File: src/hw/rtl/obb_pkg.sv
// ----------------------------------------------------------------------------
// obb_pkg
// Shared types, sequencer program and sine table generator for the
// oriented-box overlap test.
// ----------------------------------------------------------------------------
package obb_pkg;

   localparam int CHUNK_BITS = 32;   // multiplier B-operand slice
   localparam longint unsigned HALF_PI_Q30 = 64'd1686629713;
   localparam int NPROG = 56;
   localparam int PC_W = 6;

   localparam logic [2:0] SEP_NONE = 3'd0;

   typedef enum logic [2:0] {
      S_IDLE, S_TRIG, S_RESOLVE, S_ISSUE, S_WAIT, S_POST, S_DONE
   } state_type;

   typedef enum logic [1:0] {T_SA, T_CA, T_SB, T_CB} tsel_type;

   typedef enum logic [4:0] {
      B_DXA, B_DYA, B_DXB, B_DYB,
      B_HA, B_WA, B_HB, B_WB,
      B_E0, B_E1, B_E2, B_E3, B_E4, B_E5, B_E6, B_E7,
      B_D0, B_D1
   } bsel_type;

   typedef enum logic [2:0] {P_NONE, P_D0, P_D1, P_EDGE, P_EXT, P_TEST} post_type;

   typedef struct packed {
      tsel_type   tsel;
      logic       neg;
      bsel_type   bsel;
      post_type   post;
      logic [2:0] edst;
   } instr_type;

   typedef struct packed {
      logic start;
      logic neg;
      logic load;
   } mac_cmd_type;

   typedef struct packed {
      logic busy;
      logic done;
   } mac_sts_type;

   function automatic instr_type mk(tsel_type t, logic n, bsel_type b, post_type p,
                                    logic [2:0] e);
      instr_type r;
      r.tsel = t;
      r.neg  = n;
      r.bsel = b;
      r.post = p;
      r.edst = e;
      return r;
   endfunction

   // Elaboration only: Taylor series in Q30, rounded to fb fraction bits.
   // Term n is divided by (2n)(2n+1), written out for n = 1..10.
   function automatic longint unsigned quarter_sine(int k, int ab, int fb);
      longint unsigned x;
      longint unsigned x2;
      longint unsigned term;
      longint          sum;
      x    = (longint'(k) * HALF_PI_Q30) >> (ab - 2);
      x2   = (x * x) >> 30;
      term = x;
      sum  = longint'(x);
      term = ((term * x2) >> 30) / 64'd6;    sum = sum - longint'(term);
      term = ((term * x2) >> 30) / 64'd20;   sum = sum + longint'(term);
      term = ((term * x2) >> 30) / 64'd42;   sum = sum - longint'(term);
      term = ((term * x2) >> 30) / 64'd72;   sum = sum + longint'(term);
      term = ((term * x2) >> 30) / 64'd110;  sum = sum - longint'(term);
      term = ((term * x2) >> 30) / 64'd156;  sum = sum + longint'(term);
      term = ((term * x2) >> 30) / 64'd210;  sum = sum - longint'(term);
      term = ((term * x2) >> 30) / 64'd272;  sum = sum + longint'(term);
      term = ((term * x2) >> 30) / 64'd342;  sum = sum - longint'(term);
      term = ((term * x2) >> 30) / 64'd420;  sum = sum + longint'(term);
      if (sum < 0) sum = 0;
      return (longint'(sum) + (64'd1 << (29 - fb))) >> (30 - fb);
   endfunction

   // Centre difference, edges, then four axes, each over all edge terms and
   // the centre-difference terms.
   localparam instr_type PROGRAM [NPROG] = '{
      mk(T_CA, 1'b0, B_DXA, P_NONE, 3'd0), mk(T_SA, 1'b1, B_DYA, P_NONE, 3'd0),
      mk(T_CB, 1'b1, B_DXB, P_NONE, 3'd0), mk(T_SB, 1'b0, B_DYB, P_D0,   3'd0),
      mk(T_CA, 1'b0, B_DYA, P_NONE, 3'd0), mk(T_SA, 1'b0, B_DXA, P_NONE, 3'd0),
      mk(T_CB, 1'b1, B_DYB, P_NONE, 3'd0), mk(T_SB, 1'b1, B_DXB, P_D1,   3'd0),
      mk(T_SA, 1'b1, B_HA, P_EDGE, 3'd0), mk(T_CA, 1'b0, B_HA, P_EDGE, 3'd1),
      mk(T_CA, 1'b0, B_WA, P_EDGE, 3'd2), mk(T_SA, 1'b0, B_WA, P_EDGE, 3'd3),
      mk(T_SB, 1'b1, B_HB, P_EDGE, 3'd4), mk(T_CB, 1'b0, B_HB, P_EDGE, 3'd5),
      mk(T_CB, 1'b0, B_WB, P_EDGE, 3'd6), mk(T_SB, 1'b0, B_WB, P_EDGE, 3'd7),
      // first box y axis (-sa, ca)
      mk(T_SA, 1'b1, B_E0, P_NONE, 3'd0), mk(T_CA, 1'b0, B_E1, P_EXT, 3'd0),
      mk(T_SA, 1'b1, B_E2, P_NONE, 3'd0), mk(T_CA, 1'b0, B_E3, P_EXT, 3'd0),
      mk(T_SA, 1'b1, B_E4, P_NONE, 3'd0), mk(T_CA, 1'b0, B_E5, P_EXT, 3'd0),
      mk(T_SA, 1'b1, B_E6, P_NONE, 3'd0), mk(T_CA, 1'b0, B_E7, P_EXT, 3'd0),
      mk(T_SA, 1'b1, B_D0, P_NONE, 3'd0), mk(T_CA, 1'b0, B_D1, P_TEST, 3'd0),
      // first box x axis (ca, sa)
      mk(T_CA, 1'b0, B_E0, P_NONE, 3'd0), mk(T_SA, 1'b0, B_E1, P_EXT, 3'd0),
      mk(T_CA, 1'b0, B_E2, P_NONE, 3'd0), mk(T_SA, 1'b0, B_E3, P_EXT, 3'd0),
      mk(T_CA, 1'b0, B_E4, P_NONE, 3'd0), mk(T_SA, 1'b0, B_E5, P_EXT, 3'd0),
      mk(T_CA, 1'b0, B_E6, P_NONE, 3'd0), mk(T_SA, 1'b0, B_E7, P_EXT, 3'd0),
      mk(T_CA, 1'b0, B_D0, P_NONE, 3'd0), mk(T_SA, 1'b0, B_D1, P_TEST, 3'd0),
      // second box y axis (-sb, cb)
      mk(T_SB, 1'b1, B_E0, P_NONE, 3'd0), mk(T_CB, 1'b0, B_E1, P_EXT, 3'd0),
      mk(T_SB, 1'b1, B_E2, P_NONE, 3'd0), mk(T_CB, 1'b0, B_E3, P_EXT, 3'd0),
      mk(T_SB, 1'b1, B_E4, P_NONE, 3'd0), mk(T_CB, 1'b0, B_E5, P_EXT, 3'd0),
      mk(T_SB, 1'b1, B_E6, P_NONE, 3'd0), mk(T_CB, 1'b0, B_E7, P_EXT, 3'd0),
      mk(T_SB, 1'b1, B_D0, P_NONE, 3'd0), mk(T_CB, 1'b0, B_D1, P_TEST, 3'd0),
      // second box x axis (cb, sb)
      mk(T_CB, 1'b0, B_E0, P_NONE, 3'd0), mk(T_SB, 1'b0, B_E1, P_EXT, 3'd0),
      mk(T_CB, 1'b0, B_E2, P_NONE, 3'd0), mk(T_SB, 1'b0, B_E3, P_EXT, 3'd0),
      mk(T_CB, 1'b0, B_E4, P_NONE, 3'd0), mk(T_SB, 1'b0, B_E5, P_EXT, 3'd0),
      mk(T_CB, 1'b0, B_E6, P_NONE, 3'd0), mk(T_SB, 1'b0, B_E7, P_EXT, 3'd0),
      mk(T_CB, 1'b0, B_D0, P_NONE, 3'd0), mk(T_SB, 1'b0, B_D1, P_TEST, 3'd0)
   };

endpackage

File: src/hw/rtl/obb_mac.sv
// ----------------------------------------------------------------------------
// obb_mac
// Shared multiply-accumulate: trig operand times a wide operand, one
// 32-bit slice per multiply, accumulated with the slice weight.
// ----------------------------------------------------------------------------
module obb_mac import obb_pkg::*; #(
   parameter int TW    = 17,
   parameter int NCH   = 2,
   parameter int ACC_W = 82
) (
   input  logic                                clock,
   input  logic                                reset,
   input  mac_cmd_type                         cmd,
   input  logic signed [TW-1:0]                a,
   input  logic signed [NCH*CHUNK_BITS-1:0]    b,
   input  logic signed [ACC_W-1:0]             load_value,
   output logic signed [ACC_W-1:0]             acc,
   output mac_sts_type                         sts
);

   localparam int KW    = (NCH > 1) ? $clog2(NCH) : 1;
   localparam int MUL_W = TW + CHUNK_BITS + 1;

   logic                      active_ff;
   logic                      phase_ff;     // 0 multiply, 1 add
   logic                      done_ff;
   logic                      neg_ff;
   logic [KW-1:0]             k_ff;
   logic signed [MUL_W-1:0]   mul_ff;
   logic signed [ACC_W-1:0]   acc_ff;

   logic [CHUNK_BITS-1:0]     chunk;
   logic signed [CHUNK_BITS:0] op;
   logic signed [MUL_W-1:0]   mul_in;
   logic signed [ACC_W-1:0]   term;
   logic                      last_chunk;

   always_comb begin
      last_chunk = (k_ff == KW'(NCH - 1));
      chunk      = b[k_ff*CHUNK_BITS +: CHUNK_BITS];
      // only the top slice carries the sign
      op         = last_chunk ? $signed({chunk[CHUNK_BITS-1], chunk})
                              : $signed({1'b0, chunk});
      mul_in     = a * op;
      term       = ACC_W'(mul_ff) <<< (k_ff * CHUNK_BITS);
   end

   always_ff @(posedge clock) begin
      if (reset) begin
         active_ff <= 1'b0;
         phase_ff  <= 1'b0;
         done_ff   <= 1'b0;
         k_ff      <= '0;
      end else begin
         done_ff <= 1'b0;
         if (cmd.start) begin
            active_ff <= 1'b1;
            phase_ff  <= 1'b0;
            k_ff      <= '0;
         end else if (active_ff) begin
            phase_ff <= ~phase_ff;
            if (phase_ff) begin
               if (last_chunk) begin
                  active_ff <= 1'b0;
                  done_ff   <= 1'b1;
               end else begin
                  k_ff <= k_ff + 1'b1;
               end
            end
         end
      end
   end

   always_ff @(posedge clock) begin
      if (cmd.start) neg_ff <= cmd.neg;
      if (active_ff && !phase_ff) mul_ff <= mul_in;
      if (cmd.load) begin
         acc_ff <= load_value;
      end else if (active_ff && phase_ff) begin
         acc_ff <= neg_ff ? acc_ff - term : acc_ff + term;
      end
   end

   assign acc      = acc_ff;
   assign sts.busy = active_ff;
   assign sts.done = done_ff;

endmodule

File: config.mk
export PLATFORM = sky130hd
export DESIGN_NAME = obb_mac
export DESIGN_NICKNAME = d
export VERILOG_FILES = /design/src/hw/rtl/obb_pkg.sv /design/src/hw/rtl/obb_mac.sv
export SDC_FILE = /design/constraint.sdc
export NUM_CORES = 2
export LEC_CHECK = 0
export ABC_AREA = 1
export BUFFER_PORTS_ARGS = -buffer_cell sky130_fd_sc_hd__buf_2
export CORE_MARGIN = 10
export CORE_UTILIZATION = 69
export DETAILED_ROUTE_END_ITERATION = 8
export PLACE_DENSITY = 0.95
export SLEW_MARGIN = 30
export SYNTH_ARGS = -nofsm -noshare
export SYNTH_HDL_FRONTEND = slang
export SYNTH_SLANG_ARGS = --single-unit
File: constraint.sdc
create_clock -name clock -period 16.15 [get_ports clock]
set_input_delay 1.615 -clock clock [delete_from_list [all_inputs] [get_ports clock]]
set_output_delay 1.615 -clock clock [all_outputs]
set_load 0.01 [all_outputs]
==> summary.log <==
INFO  timing         finalMaxSlewViolations=0
INFO  yosys          synthesis.area_per_instance=6.969um^2
INFO  critical_path  reg2reg_setup_slack=7.59ns
INFO  placement      dp_cells=5973
INFO  yosys          mappedNetlistNets=6043
INFO  critical_path  cp.arrival=8.78ns
INFO  cells_and_area final_cell_count_no_fill=6012
INFO  job            max_cap_viol_count=0
INFO  die            floorplan.die.width=247.8um
INFO  cells_and_area footprint_of_the_multi_input_gates=27450um^2
INFO  global_route   grt_use_total=47.42%
INFO  timing         crit_path_time_final=8.560ns
INFO  clocking       clk_transition_reported_paths=0.07ns
INFO  yosys          synth-warning-count=0
INFO  yosys          async_flop_share=0%
INFO  placement      gp_weighted_congestion=1.167
INFO  clocking       numCtsBuffers=17
INFO  route          drt_iter0_markers=4358
INFO  placement      placement.setup.worst_slack=7.645ns
INFO  run_status     violations=DRC
INFO  timing         tns=0ns
INFO  clocking       cts-resized-gates=0
INFO  route          drc_violations_left=49
INFO  die            dieHeight=247.8um
INFO  clocking       clk_root_buffer_cell=clkbuf_16
INFO  cells_and_area regArea=4078um^2
INFO  worst_hold_path holdCritPathClass=reg2reg
INFO  cells_and_area final_layout_size_suffix_gt1_share=8.674%
INFO  timing         grt_setup_unrepaired=false
INFO  yosys          synth_seq_area_share=11.38%
INFO  clocking       cts.htree.levels=4
INFO  global_route   antenna_found_initial=9
INFO  timing         finalSetupViolations=0
INFO  clocking       postCtsSetupBuffers=0
INFO  route          route.vias.total=36960
INFO  yosys          ys_top_cells_by_count=nand2_1, inv_1, nor2_1, fa_1, ha_1
INFO  global_route   global_route_wire_length_before_repair=217.1mm
INFO  global_route   grt_pass1_vias=37870
INFO  timing         slew-limit-headroom=30.09%
INFO  clocking       max_clock_buf_depth=2
INFO  timing         worst_slack=7.590ns
INFO  critical_path  setup.worst_path.start_class=flip-flop
INFO  yosys          netlist_area=35810um^2
INFO  yosys          synth_cell_type_count=51
INFO  critical_path  critical_path.top_delay_family=adder cells
INFO  critical_path  cp.required=16.37ns
INFO  die            initial_utilization=69.67%
INFO  global_route   globalRoute.totalOverflow=0
INFO  critical_path  timing_worst_setup_path_type=reg2reg
INFO  route          drtPass1Iterations=9
INFO  yosys          synth-main-ff-cell=edfxtp_1
INFO  timing         fmax=116.8MHz
INFO  timing         finalCritPeriodShare=53.00%
INFO  clocking       insertion_delay=0.49ns
INFO  yosys          synth.top_cells.by_area=fa_1, nand2_1, edfxtp_1
INFO  die            core-area=51410um^2
INFO  placement      post-dp-hpwl=119.3mm
INFO  die            dieArea=61410um^2
INFO  yosys          synth_enable_flop_cells=133
INFO  critical_path  timing.critical_path.cells=inv_4, buf_4, or2_2, nand2_1, inv_1, nand2_1, fa_1, inv_1, fa_1, fa_1, fa_1, fa_1, inv_1, fa_1, inv_1, ha_1, nand2_1, nor2_1, inv_1, nor2_1, and3_1, nand3_1, nand3_1, xor2_1
INFO  critical_path  crit_path_max_incr_delay=0.77ns
INFO  critical_path  crit_path_buffers_inverters=7
INFO  cells_and_area layout.nets=6217
INFO  yosys          post-synth-top-count-cell=nand2_1
INFO  yosys          syn-instance-count=5139
INFO  die            ioPinCount=252
INFO  placement      place.port_buffers=251
INFO  clocking       cts_sinks=137
INFO  global_route   largest_net_degree_at_the_start_of_global_routing=83
INFO  timing         worst_pin_slew=1.047ns
INFO  yosys          yosysTopAreaCellShare=30.02%
INFO  clocking       cts_hold_buffers=0
INFO  timing         hold_viol=0
INFO  cells_and_area nFillCells=4072
INFO  route          routed_via_density=6.148
INFO  clocking       clock_tree_from_tritoncts=done
INFO  route          post_drt_wl_per_cell=23.97um
INFO  die            placement_rows=83
INFO  yosys          synth_area_leader_cell=fa_1
INFO  critical_path  cp_slowest_cell=buf_4
INFO  yosys          synth-seq-cells=137
INFO  run_status     run_status=finished with violations
INFO  critical_path  cpMostUsedCell=fa_1
INFO  route          routed_wirelength=144.1mm
INFO  critical_path  critical_path.endpoint_type=flip-flop
INFO  route          drtAntennaViolNets=0
INFO  critical_path  critical_path.max_fanout=78
INFO  timing         final.setup_skew=0.02153ns
INFO  cells_and_area syn_to_final_growth=6.471%
[cells by family after synthesis]
kind of cell	Yosys count	share of synthesized area, %
and+or+nand+nor	2576	29.54
DFF	137	11.38
adders and majority gates	736	36.97
xor gates and xnor gates	134	3.277
buffers and inverters	1121	12.04
AOI/OAI and AO/OA	435	6.792
[through the flow]
step | hold slack (ns) | util (%) | area (um^2)
detailed placement | 0.5302 | 73.04 | 37550
global placement | 0.5110 | 73.02 | 37540
CTS | 0.5412 | 74.13 | 38110
floorplan | 0.4944 | - | 35810
finish | 0.5450 | 74.17 | 38130
global route | 0.5767 | 74.16 | 38120
[sequential cells by signal, summed over array words and instances (netlist names)]
register,cells
acc,82
active_ff,1
done_ff,1
k_ff,1
mul_ff,50
neg_ff,1
phase_ff,1
[path summary, 6_finish.rpt]
| check | start | to | cells past startpoint |
|---|---|---|---|
| max reg2reg | k_ff | mul_ff[43] | 24 |
| min | active_ff | phase_ff | 2 |
| max | k_ff | mul_ff[43] | 24 |
| min reg2reg | active_ff | phase_ff | 2 |
[routing by layer]
| metal | vias up | global-route usage [%] | routed length [um] |
|---|---|---|---|
| met5 | - | 0.3177 | 59 |
| met4 | 8 | 43.41 | 16610 |
| met3 | 1056 | 16.32 | 18810 |
| met2 | 3044 | 75.46 | 64260 |
| met1 | 16900 | 48.96 | 44410 |
| li1 | 15950 | - | - |
[placed cells by master, fill, tap and decap left out, types with 48 or more instances in the layout]
| cell | n |
|---|---|
| fa_1 | 537 |
| or2_2 | 68 |
| nand2_1 | 1520 |
| xor2_1 | 93 |
| ha_1 | 199 |
| inv_1 | 967 |
| buf_2 | 250 |
| nor2_1 | 639 |
| nand3_1 | 170 |
| a21oi_1 | 162 |
| o21ai_0 | 146 |
| edfxtp_1 | 133 |
| nand4_1 | 48 |
[final cells by class]
type | instances | area share, %
multi-input cells | 3881 | 71.99
flip-flops and latches | 137 | 10.69
inverters | 1007 | 9.920
repair buffers | 269 | 3.656
well taps | 680 | 2.231
clock buffers | 17 | 1.116
clock inverters | 15 | 0.3511
diodes | 6 | 0.03938
[worst min-delay path, stage by stage (launching register included)]
cell     delay, ns
dfxtp_1       0.35
nor2_1        0.10
nor3b_1       0.05
Power is left out: the tool's default activity adds up to more than one toggle a clock period on the data nets, which glitch-free logic cannot reach.
